`src/rtl/miu_pkg.sv`:
```
// Package for the modular inverse unit: widths, controller commands and status types.
package miu_pkg;

    localparam int DataW       = 64;
    localparam int BitCntW     = $clog2(DataW);
    localparam int NewtonSteps = 6;
    localparam int StepCntW    = $clog2(NewtonSteps);

    // Datapath operations issued by the controller
    typedef enum logic [3:0] {
        DP_NOP       = 4'd0,
        DP_LOAD      = 4'd1,
        DP_DIV       = 4'd2,
        DP_BSET      = 4'd3,
        DP_MSTART_F  = 4'd4,
        DP_MSTART_N1 = 4'd5,
        DP_MSTART_N2 = 4'd6,
        DP_DBL       = 4'd7,
        DP_ADD       = 4'd8,
        DP_FEND      = 4'd9,
        DP_NEND      = 4'd10,
        DP_OUT       = 4'd11
    } t_dp_op;

    typedef struct packed {
        t_dp_op op;
    } t_dp_cmd;

    typedef struct packed {
        logic mod_zero;
        logic val_odd;
        logic exp_zero;
    } t_dp_stat;

endpackage

```
`src/rtl/miu_if.sv`:
```
// Handshake channels of the modular inverse unit: input, result and configuration write.
interface miu_in_if import miu_pkg::*; ();
    logic             valid;
    logic             ready;
    logic [DataW-1:0] value;

    modport source (output valid, output value, input ready);
    modport sink   (input valid, input value, output ready);
endinterface

interface miu_out_if import miu_pkg::*; ();
    logic             valid;
    logic             ready;
    logic [DataW-1:0] inverse;
    logic             not_invertible;

    modport source (output valid, output inverse, output not_invertible, input ready);
    modport sink   (input valid, input inverse, input not_invertible, output ready);
endinterface

interface miu_cfg_if import miu_pkg::*; ();
    logic             valid;
    logic             ready;
    logic [DataW-1:0] data;

    modport source (output valid, output data, input ready);
    modport sink   (input valid, input data, output ready);
endinterface

```
`src/rtl/modular_inverse_unit.sv`:
```
// Modular inverse unit top level: Fermat inverse under a set modulus, Newton inverse mod 2^64.
//
// One 64-bit value is taken per transfer on i_in and one result leaves per transfer on
// o_out. With a nonzero modulus m the result is value^(m-2) mod m, computed right to left
// by square-and-multiply; the square and the multiply of each exponent bit run side by
// side in two shift-add modular multipliers that scan one multiplier bit per step
// (double, then conditional add). A value is first reduced by a restoring remainder,
// one bit a cycle.
// With a zero modulus (2^64) an odd value takes six Newton steps of two multiplications
// each; an even value returns zero with not_invertible set. One item is processed at a
// time; a finished result waits in an output register, so the next value is accepted
// while the result is not yet taken. Write the modulus on i_cfg only while the unit is
// idle; it resets to zero.
module modular_inverse_unit import miu_pkg::*; (
    input  logic         i_clk,
    input  logic         i_rst_n,
    miu_in_if.sink       i_in,
    miu_out_if.source    o_out,
    miu_cfg_if.sink      i_cfg
);

    t_dp_cmd  dp_cmd;
    t_dp_stat dp_stat;
    logic     in_ready;
    logic     out_valid;

    // Sequence the work of one item
    miu_controller u_ctrl (
        .i_clk       (i_clk),
        .i_rst_n     (i_rst_n),
        .i_in_valid  (i_in.valid),
        .o_in_ready  (in_ready),
        .o_out_valid (out_valid),
        .i_out_ready (o_out.ready),
        .i_stat      (dp_stat),
        .o_cmd       (dp_cmd)
    );

    // Hold the modulus and operands, run the modular arithmetic
    miu_datapath u_dp (
        .i_clk            (i_clk),
        .i_rst_n          (i_rst_n),
        .i_cmd            (dp_cmd),
        .i_value          (i_in.value),
        .i_cfg_we         (i_cfg.valid),
        .i_cfg_data       (i_cfg.data),
        .o_stat           (dp_stat),
        .o_inverse        (o_out.inverse),
        .o_not_invertible (o_out.not_invertible)
    );

    assign i_in.ready  = in_ready;
    assign o_out.valid = out_valid;
    // Configuration transfers complete at once
    assign i_cfg.ready = 1'b1;

endmodule

```
`src/rtl/miu_datapath.sv`:
```
// Datapath of the modular inverse unit: modulus register, remainder and shift-add modular multipliers.
module miu_datapath import miu_pkg::*; (
    input  logic             i_clk,
    input  logic             i_rst_n,
    input  t_dp_cmd          i_cmd,
    input  logic [DataW-1:0] i_value,
    input  logic             i_cfg_we,
    input  logic [DataW-1:0] i_cfg_data,
    output t_dp_stat         o_stat,
    output logic [DataW-1:0] o_inverse,
    output logic             o_not_invertible
);

    logic [DataW-1:0] r_mod;
    logic [DataW-1:0] r_val;
    logic [DataW-1:0] r_r;
    logic [DataW-1:0] r_b;
    logic [DataW-1:0] r_e;
    logic [DataW-1:0] r_q;
    logic [DataW-1:0] r_a0;
    logic [DataW-1:0] r_acc0;
    logic [DataW-1:0] r_acc1;
    logic [DataW-1:0] r_inv;
    logic             r_err;

    logic             cin;
    logic [DataW-1:0] dbl0;
    logic [DataW-1:0] dbl1;
    logic [DataW-1:0] add0;
    logic [DataW-1:0] add1;
    logic             flag;

    // Reduce a sum below twice the modulus; a zero modulus wraps at 2^DataW
    function automatic logic [DataW-1:0] reduce(input logic [DataW:0] s,
                                                input logic [DataW-1:0] m);
        logic [DataW:0] d;
        d = s - {1'b0, m};
        return (s >= {1'b0, m}) ? d[DataW-1:0] : s[DataW-1:0];
    endfunction

    assign cin  = (i_cmd.op == DP_DIV) ? r_q[DataW-1] : 1'b0;
    assign dbl0 = reduce({r_acc0, cin}, r_mod);
    assign dbl1 = reduce({r_acc1, 1'b0}, r_mod);
    assign add0 = reduce({1'b0, r_acc0} + {1'b0, r_a0}, r_mod);
    assign add1 = reduce({1'b0, r_acc1} + {1'b0, r_b}, r_mod);
    assign flag = (r_mod == '0) && !r_val[0];

    always_ff @(posedge i_clk) begin
        if (!i_rst_n) begin
            r_mod <= '0;
        end else if (i_cfg_we) begin
            r_mod <= i_cfg_data;
        end
    end

    always_ff @(posedge i_clk) begin
        case (i_cmd.op)
            DP_LOAD: begin
                r_val  <= i_value;
                r_q    <= i_value;
                r_acc0 <= '0;
                r_e    <= r_mod - DataW'(2);
                r_r    <= (r_mod == DataW'(1)) ? '0 : DataW'(1);
            end
            DP_DIV: begin
                r_acc0 <= dbl0;
                r_q    <= r_q << 1;
            end
            DP_BSET: begin
                r_b <= r_acc0;
            end
            DP_MSTART_F: begin
                r_acc0 <= '0;
                r_acc1 <= '0;
                r_q    <= r_b;
                r_a0   <= r_r;
            end
            DP_MSTART_N1: begin
                r_acc0 <= '0;
                r_q    <= r_r;
                r_a0   <= r_val;
            end
            DP_MSTART_N2: begin
                r_acc0 <= '0;
                r_q    <= DataW'(2) - r_acc0;
                r_a0   <= r_r;
            end
            DP_DBL: begin
                r_acc0 <= dbl0;
                r_acc1 <= dbl1;
            end
            DP_ADD: begin
                if (r_q[DataW-1]) begin
                    r_acc0 <= add0;
                    r_acc1 <= add1;
                end
                r_q <= r_q << 1;
            end
            DP_FEND: begin
                if (r_e[0]) begin
                    r_r <= r_acc0;
                end
                r_b <= r_acc1;
                r_e <= r_e >> 1;
            end
            DP_NEND: begin
                r_r <= r_acc0;
            end
            DP_OUT: begin
                r_err <= flag;
                r_inv <= flag ? '0 : r_r;
            end
            default: begin
            end
        endcase
    end

    assign o_stat.mod_zero  = (r_mod == '0);
    assign o_stat.val_odd   = r_val[0];
    assign o_stat.exp_zero  = (r_e == '0);
    assign o_inverse        = r_inv;
    assign o_not_invertible = r_err;

endmodule

```
`src/rtl/miu_controller.sv`:
```
// Controller of the modular inverse unit: sequences remainder, exponentiation and Newton steps.
module miu_controller import miu_pkg::*; (
    input  logic     i_clk,
    input  logic     i_rst_n,
    input  logic     i_in_valid,
    output logic     o_in_ready,
    output logic     o_out_valid,
    input  logic     i_out_ready,
    input  t_dp_stat i_stat,
    output t_dp_cmd  o_cmd
);

    typedef enum logic [11:0] {
        S_IDLE   = 12'b0000_0000_0001,
        S_SEL    = 12'b0000_0000_0010,
        S_DIV    = 12'b0000_0000_0100,
        S_BSET   = 12'b0000_0000_1000,
        S_FCHK   = 12'b0000_0001_0000,
        S_DBL    = 12'b0000_0010_0000,
        S_ADD    = 12'b0000_0100_0000,
        S_FEND   = 12'b0000_1000_0000,
        S_NSTRT1 = 12'b0001_0000_0000,
        S_NSTRT2 = 12'b0010_0000_0000,
        S_NEND   = 12'b0100_0000_0000,
        S_DONE   = 12'b1000_0000_0000
    } t_state;

    t_state              r_state, n_state;
    logic [BitCntW-1:0]  r_bit, n_bit;
    logic [StepCntW-1:0] r_step, n_step;
    logic                r_phase, n_phase;
    logic                r_out_valid, n_out_valid;
    logic                bit_last;

    assign bit_last    = (r_bit == BitCntW'(DataW - 1));
    assign o_in_ready  = (r_state == S_IDLE);
    assign o_out_valid = r_out_valid;

    always_comb begin
        n_state     = r_state;
        n_bit       = r_bit;
        n_step      = r_step;
        n_phase     = r_phase;
        n_out_valid = r_out_valid && !i_out_ready;
        o_cmd.op    = DP_NOP;
        case (r_state)
            S_IDLE: begin
                if (i_in_valid) begin
                    o_cmd.op = DP_LOAD;
                    n_state  = S_SEL;
                end
            end
            S_SEL: begin
                n_bit  = '0;
                n_step = '0;
                if (!i_stat.mod_zero) begin
                    n_state = S_DIV;
                end else if (i_stat.val_odd) begin
                    n_state = S_NSTRT1;
                end else begin
                    n_state = S_DONE;
                end
            end
            S_DIV: begin
                o_cmd.op = DP_DIV;
                n_bit    = r_bit + 1'b1;
                if (bit_last) begin
                    n_state = S_BSET;
                end
            end
            S_BSET: begin
                o_cmd.op = DP_BSET;
                n_state  = S_FCHK;
            end
            S_FCHK: begin
                if (i_stat.exp_zero) begin
                    n_state = S_DONE;
                end else begin
                    o_cmd.op = DP_MSTART_F;
                    n_bit    = '0;
                    n_state  = S_DBL;
                end
            end
            S_DBL: begin
                o_cmd.op = DP_DBL;
                n_state  = S_ADD;
            end
            S_ADD: begin
                o_cmd.op = DP_ADD;
                n_bit    = r_bit + 1'b1;
                if (!bit_last) begin
                    n_state = S_DBL;
                end else if (!i_stat.mod_zero) begin
                    n_state = S_FEND;
                end else if (!r_phase) begin
                    n_state = S_NSTRT2;
                end else begin
                    n_state = S_NEND;
                end
            end
            S_FEND: begin
                o_cmd.op = DP_FEND;
                n_state  = S_FCHK;
            end
            S_NSTRT1: begin
                o_cmd.op = DP_MSTART_N1;
                n_phase  = 1'b0;
                n_bit    = '0;
                n_state  = S_DBL;
            end
            S_NSTRT2: begin
                o_cmd.op = DP_MSTART_N2;
                n_phase  = 1'b1;
                n_bit    = '0;
                n_state  = S_DBL;
            end
            S_NEND: begin
                o_cmd.op = DP_NEND;
                n_step   = r_step + 1'b1;
                if (r_step == StepCntW'(NewtonSteps - 1)) begin
                    n_state = S_DONE;
                end else begin
                    n_state = S_NSTRT1;
                end
            end
            S_DONE: begin
                // hold until the result register is free or drains this cycle
                if (!r_out_valid || i_out_ready) begin
                    o_cmd.op    = DP_OUT;
                    n_out_valid = 1'b1;
                    n_state     = S_IDLE;
                end
            end
            default: begin
                n_state = S_IDLE;
            end
        endcase
    end

    always_ff @(posedge i_clk) begin
        if (!i_rst_n) begin
            r_state     <= S_IDLE;
            r_out_valid <= 1'b0;
            r_bit       <= '0;
            r_step      <= '0;
            r_phase     <= 1'b0;
        end else begin
            r_state     <= n_state;
            r_out_valid <= n_out_valid;
            r_bit       <= n_bit;
            r_step      <= n_step;
            r_phase     <= n_phase;
        end
    end

endmodule

```
`src/flat_wrapper.sv`:
```
// flat-port wrapper written by rule: the top's interface ports become plain ports
module modular_inverse_unit_flat import miu_pkg::*;
  (i_clk, i_rst_n, i_in_valid, i_in_value, i_in_ready, o_out_valid, o_out_inverse, o_out_not_invertible, o_out_ready, i_cfg_valid, i_cfg_data, i_cfg_ready);
  miu_in_if i_in_i ();
  miu_out_if o_out_i ();
  miu_cfg_if i_cfg_i ();
  input  logic i_clk;
  input  logic i_rst_n;
  input wire logic [$bits(i_in_i.valid)-1:0] i_in_valid;
  input wire logic [$bits(i_in_i.value)-1:0] i_in_value;
  output wire logic [$bits(i_in_i.ready)-1:0] i_in_ready;
  output wire logic [$bits(o_out_i.valid)-1:0] o_out_valid;
  output wire logic [$bits(o_out_i.inverse)-1:0] o_out_inverse;
  output wire logic [$bits(o_out_i.not_invertible)-1:0] o_out_not_invertible;
  input wire logic [$bits(o_out_i.ready)-1:0] o_out_ready;
  input wire logic [$bits(i_cfg_i.valid)-1:0] i_cfg_valid;
  input wire logic [$bits(i_cfg_i.data)-1:0] i_cfg_data;
  output wire logic [$bits(i_cfg_i.ready)-1:0] i_cfg_ready;
  assign i_in_i.valid = i_in_valid;
  assign i_in_i.value = i_in_value;
  assign i_in_ready = i_in_i.ready;
  assign o_out_valid = o_out_i.valid;
  assign o_out_inverse = o_out_i.inverse;
  assign o_out_not_invertible = o_out_i.not_invertible;
  assign o_out_i.ready = o_out_ready;
  assign i_cfg_i.valid = i_cfg_valid;
  assign i_cfg_i.data = i_cfg_data;
  assign i_cfg_ready = i_cfg_i.ready;
  modular_inverse_unit u_core (.i_clk(i_clk), .i_rst_n(i_rst_n), .i_in(i_in_i), .o_out(o_out_i), .i_cfg(i_cfg_i));
endmodule
```
`config.mk`:
```
export PLATFORM = sky130hd
export DESIGN_NAME = modular_inverse_unit_flat
export DESIGN_NICKNAME = d
export VERILOG_FILES = /design/src/rtl/miu_pkg.sv /design/src/rtl/miu_if.sv /design/src/rtl/modular_inverse_unit.sv /design/src/rtl/miu_datapath.sv /design/src/rtl/miu_controller.sv /design/src/flat_wrapper.sv
export SDC_FILE = /design/constraint.sdc
export NUM_CORES = 2
export LEC_CHECK = 0
export BUFFER_PORTS_ARGS = -buffer_cell sky130_fd_sc_hd__buf_2
export CAP_MARGIN = 40
export CORE_UTILIZATION = 45
export DETAILED_ROUTE_END_ITERATION = 6
export GPL_ROUTABILITY_DRIVEN = 0
export PLACE_DENSITY = 0.65
export SYNTH_ARGS = -nofsm -noshare
export SYNTH_HDL_FRONTEND = slang
export SYNTH_SLANG_ARGS = --single-unit
```
`constraint.sdc`:
```
create_clock -name i_clk -period 31.5 [get_ports i_clk]
set_input_delay 6.3 -clock i_clk [delete_from_list [all_inputs] [get_ports i_clk]]
set_output_delay 6.3 -clock i_clk [all_outputs]
set_load 0.005 [all_outputs]
```
* After elaboration in Yosys (flattened, before gate mapping) *
Cells that the tools add are included.

operators by class
  magnitude comparators = 4
  multiplexer cells = 37
  add/sub/neg operators = 10
  reduce and logical (&&, ||, !) cells = 31
  equality and inequality tests = 32

operators with widths
  cell                     number
  $pmux W64 S3             3
  $mux W64                 7
  $pmux W64 S2             3
  $pmux W64 S5             1
  $ge A65 B64 Y1           4
  $sub A64 B64 Y64         4
  $add A64 B64 Y65         2
  $logic_not A64 Y1        2
  $pmux W12 S10            1
  $mux W12                 7
  $eq A64 B1 Y1 const B    1
  $sub A2 B64 Y64 const A  1
  $sub A64 B2 Y64 const B  1
  $pmux W4 S11             1
  $mux W11                 3
  $pmux W6 S3              1
  $eq A4 B3 Y1 const B     4
  $eq A4 B4 Y1 const B     4
  $eq A12 B1 Y1 const B    1
  $eq A12 B10 Y1 const B   1
  $eq A12 B11 Y1 const B   1
  $eq A12 B12 Y1 const B   1
  $eq A12 B2 Y1 const B    1
  $eq A12 B3 Y1 const B    1
  30 further kinds         58

word-level totals
  logic and storage cells = 130
  register bits after elaboration = 664

* Logic depth before layout (Yosys ltp) *
  depth in word-level cells = 9
  mapped depth = 28

* Modules after synthesis *
A second synthesis with hierarchy kept.

unflattened totals
  cells, all modules = 6264
  area, all modules = 55189.2 um^2

modules (own cells, without submodules)
  module                cells an instance  instances  area an instance (um^2)
  miu_datapath          6080               1          53613.9
  miu_controller        182                1          1564.0
  modular_inverse_unit  2                  1          11.3

* Worst setup path before layout *
No wires, ideal clock.

  path kind = input-to-reg
  start = input port i_in_valid
  end = register u_core.u_dp.r_e[0], enable pin
  arrival time = 14.547 ns
  setup time = 0.666 ns
  path slack = 16.287 ns
  cell stages on the path = 4
  buffers on the path = 0
  path through = nand2_1 -> inv_1 -> nor3_1 -> nor4b_1

between the ends
  cells in the longest elaborated chain, start to end = 4
  elaborated cells on any way between the ends = 5
  those cells by class = 2 x eq/ne; 2 x mux; 1 x reduce/logical

RTL lines
  element                                              RTL line              source
  start: declaration                                   flat_wrapper.sv:9     input wire logic [$bits(i_in_i.valid)-1:0] i_in_valid;
  $mux W1 *                                            miu_controller.sv:48  if (i_in_valid) begin
  $pmux W4 S11 *                                       miu_controller.sv:46  case (r_state)
  $eq A4 B4 Y1 / $eq A4 B1 Y1 (equally long branches)  miu_datapath.sv:57    case (i_cmd.op)
  $reduce_bool A2 Y1 (no line) *                       -
  end signal: assignment                               miu_datapath.sv:62    r_e <= r_mod - DataW'(2);
  end signal: assignment                               miu_datapath.sv:104   r_e <= r_e >> 1;
  end: declaration                                     miu_datapath.sv:18    logic [DataW-1:0] r_e;

Every way passes the cells marked *; elsewhere a longest branch is shown, timed or not.
A chain may end at the register's enable or synchronous reset.

* Worst setup path after layout *
  start = register u_core.u_dp.r_acc0[0]
  end = register u_core.u_dp.r_acc0[24] (data pin)

between the ends
  cells in the longest elaborated chain, start to end = 5
  elaborated cells on any way between the ends = 9
  those cells by class = 3 x add/sub; 2 x order compare; 4 x mux

RTL lines
  element                                                    RTL line                                source
  start: declaration                                         miu_datapath.sv:21                      logic [DataW-1:0] r_acc0;
  start signal: assignment                                   miu_datapath.sv:66                      r_acc0 <= dbl0;
  start signal: assignment                                   miu_datapath.sv:89                      r_acc0 <= dbl0;
  $add A64 B64 Y65                                           miu_datapath.sv:44                      assign add0 = reduce({1'b0, r_acc0} + {1'b0, r_a0}, r_mod);
  $sub A64 B64 Y64 / $ge A65 B64 Y1 (equally long branches)  miu_datapath.sv:37, miu_datapath.sv:38
  $mux W64                                                   miu_datapath.sv:38                      return (s >= {1'b0, m}) ? d[DataW-1:0] : s[DataW-1:0];
  $mux W64                                                   miu_datapath.sv:93                      if (r_q[DataW-1]) begin
  $pmux W64 S3 *                                             miu_datapath.sv:57

Every way passes the cells marked *; elsewhere a longest branch is shown, timed or not. The select of a mux whose other input is x is not followed.

==> flow_summary.yaml <==
final_layout:
  fillers: 11070
  multi_input_area_sq_um: 33160
  drive_above_1_share: 0.08644
  layout.nets: 6641
  register_area_sq_um: 19070
  fin_cells: 7779
  syn2layout_area_growth_pct: 9.658
synth:
  synth.area.top_cells: "edfxtp_1 (32%), ha_1 (9.0%), a21oi_1 (5.8%)"
  synth_area_per_cell_sq_um: 8.866
  synth_edf_count: 577
  yosysTopAreaCell: "edfxtp_1"
  synth_most_common_cell: "a21oi_1"
  ys_ff_latch: 664
  synth_commonest_cells: "a21oi_1 (621), nand2_1 (593), edfxtp_1 (577), nor2_1 (483), ha_1 (389)"
  synthCells: 6079
  ys_warn_count: 0
  synth_area_sq_um: 53890
  synthArstFlopShare: 0
  synth_seq_area_share: 0.3538
  yosys_most_used_dff: "edfxtp_1"
  syn_nets: 6607
  ys_types: 88
  yosysTopAreaCellShare: 0.3215
placement:
  dpl_worst_slack_ps: 22530
  dp_hpwl_microns: 143700
  dpl.cell_count: 7628
  port_buffers: 199
cts:
  cts_tree: "done"
  cts_max_level: 3
  cts_buffer_depth: 3
  cts_buffers: 80
  path_clk_slew_ps: 70
  insertion_delay_ps: 670
  cts_resized: 0
  post_cts_buffers: 0
  cts_root_buf: "clkbuf_16"
  postCtsHoldBufs: 0
  cts_sinks: 664
worst_setup_path:
  crit_type: "flip-flop to flip-flop"
  critical_path_required_ps: 31900
  worstReg2RegStart: "u_core.u_dp.r_acc0[0]$_DFFE_PP_"
  crit_path_end_kind: "flip-flop"
  r2r_slack_ps: 23080
  crit_path_frequent_cell: "o21ai_0"
  cp-endpoint: "u_core.u_dp.r_acc0[24]$_DFFE_PP_"
  r2r_cells: 25
  max_stage_delay_ps: 690
  crit_arrival_ps: 8810
  setup.worst_path.start: "u_core.u_dp.r_acc0[0]$_DFFE_PP_"
  critical_path.max_fanout: 61
  r2r_end: "u_core.u_dp.r_acc0[24]$_DFFE_PP_"
  worst_setup_path_start_kind: "flip-flop"
  critPathSlowestCell: "buf_4"
grt:
  overflow: 0
  antenna_found_initial: 1
  grt_pass1_vias: 44500
  grt_usage: 0.2935
  grt_max_degree: 187
  grt_pass1_wl_microns: 272600
power_and_ir_drop:
  leakage_nw: 22.68
  finalPower_mw: 2.739
  vdd_ir_drop_max_mv: 0.03794
  pwr_density_cell_nw_per_um2: 46.34
timing:
  finalSetupViolCount: 0
  setup_ws_ps: 23080
  hold_viol: 0
  tightest_slew_ps: 1092
  finalClockSkew_ps: 23.88
  rsz0062_at_grt: "no"
  setup_tns_ps: 0
  slew_viol_final: 0
  post-route-period-util: 0.2672
  period_needed_ps: 8417
  fmax_mhz: 118.8
  slew_headroom: 0.2723
floorplanning:
  rows: 126
  die_w_microns: 348.1
  ios: 201
  core_area_sq_um: 118400
  die_h_microns: 348.1
  initial_core_util: 0.4552
  dieArea_sq_um: 121200
detailed_routing:
  drc: 0
  drt_pass1_iterations: 7
  viasPerCell: 6.288
  final_antenna_net_count: 0
  num_vias: 48920
  wirelength_microns: 184300
  drt_iter0_drc: 6410
  wire_per_inst_microns: 23.69
flow_run:
  maxCapViolations: 0
min_path:
  hold_path_class: "flip-flop to flip-flop"
  worstHoldStart: "u_core.u_ctrl.o_out_valid$_SDFF_PN0_"
  hold_depth: 2
outcome:
  status: "complete, no violations"
routing by layer:
layer	vias up	GRT usage	share of wire
li1	22720	-	-
met1	23170	0.4323	0.44
met2	2699	0.4100	0.39
met3	330	0.07386	0.13
met4	0	0.1049	0.037
met5	-	0	0
how the worst min path moves through the flow:
stage / endpoint / slack [ps]
final: u_core.u_ctrl.o_out_valid$_SDFF_PN0_ / 500
after global routing: u_core.u_ctrl.r_state[10]$_SDFFE_PN0P_ / 540
after detailed placement: u_core.u_ctrl.r_state[10]$_SDFFE_PN0P_ / 500
after floorplan: u_core.u_ctrl.r_phase$_SDFFE_PN0P_ / 460
after CTS: u_core.u_ctrl.r_state[10]$_SDFFE_PN0P_ / 510
after global placement: u_core.u_ctrl.r_bit[1]$_SDFFE_PN0P_ / 490
cells in the final DEF (no fill, tap or decap), types with 106 or more instances in the layout:
master    synthesis  layout
o22ai_1         121     121
edfxtp_1        577     577
a21oi_1         621     621
mux2i_1         236     236
ha_1            389     389
nand2_1         593     591
nand4_1         106     106
xor2_1          133     133
buf_2             6     202
o21ai_0         327     326
nor2b_1         179     179
inv_1           167     166
nor2_1          483     475
a21o_1          206     206
nand3_1         115     115
xnor2_1         335     335
final cells by class:
cell class	instances	area share
multi-input cells	4925	0.5611
flip-flops and latches	664	0.3226
clock buffers	105	0.03773
well taps	1600	0.03387
repair buffers	273	0.02812
inverters	169	0.01073
clock inverters	42	0.005716
diodes	1	0.00004234
cell families after synthesis:
family / share of synthesized area
AND/OR/NAND/NOR: 0.1745
buffers and inverters: 0.03455
AO/OA/AOI/OAI: 0.2110
flip-flops: 0.3538
adder cells (fa/ha/maj): 0.09254
other: 0.00006958
XOR/XNOR: 0.07606
multiplexers: 0.05741
state kept, by name, summed over array words and instances (netlist names):
name and count:
u_core.u_dp.r_r 64, u_core.u_dp.r_b 64, u_core.u_dp.r_a0 64, u_core.u_ctrl.r_phase 1
u_core.u_dp.r_e 64, u_core.u_dp.r_acc1 64, u_core.u_ctrl.r_step 3, u_core.u_dp.o_not_invertible 1
u_core.u_ctrl.r_bit 6, u_core.u_dp.r_val 64, u_core.u_dp.r_q 64, u_core.u_ctrl.o_out_valid 1
u_core.u_dp.r_acc0 64, u_core.u_dp.r_mod 64, u_core.u_ctrl.r_state 12, u_core.u_dp.o_inverse 64
stage by stage:
step | hold WS (ps) | util | instance area (sq um)
after detailed placement | 499.0 | 0.4773 | 56510
after global routing | 539.2 | 0.4991 | 59100
final | 501.8 | 0.4992 | 59100
after CTS | 508.8 | 0.4990 | 59080
after floorplan | 461.3 | - | 53890
after global placement | 487.6 | 0.4755 | 56300
worst max-delay path: cells and delay by family, from the launching register on:
family	cells	cell delay [ps]
adders and majority gates	3	1110
buffers and inverters	2	920
AOI/OAI and AO/OA	18	4930
DFF	1	570
xor gates and xnor gates	1	120
muxes	1	410
power breakdown:
part	leakage, nW	switching, mW	total [mW]	internal (mW)
Clock	1.26	0.403	0.929	0.526
Combinational	15.4	0.458	0.755	0.297
Sequential	6.00	0.0452	1.05	1.01
Total	22.7	0.906	2.74	1.83
(Power assumes the default switching activity.)
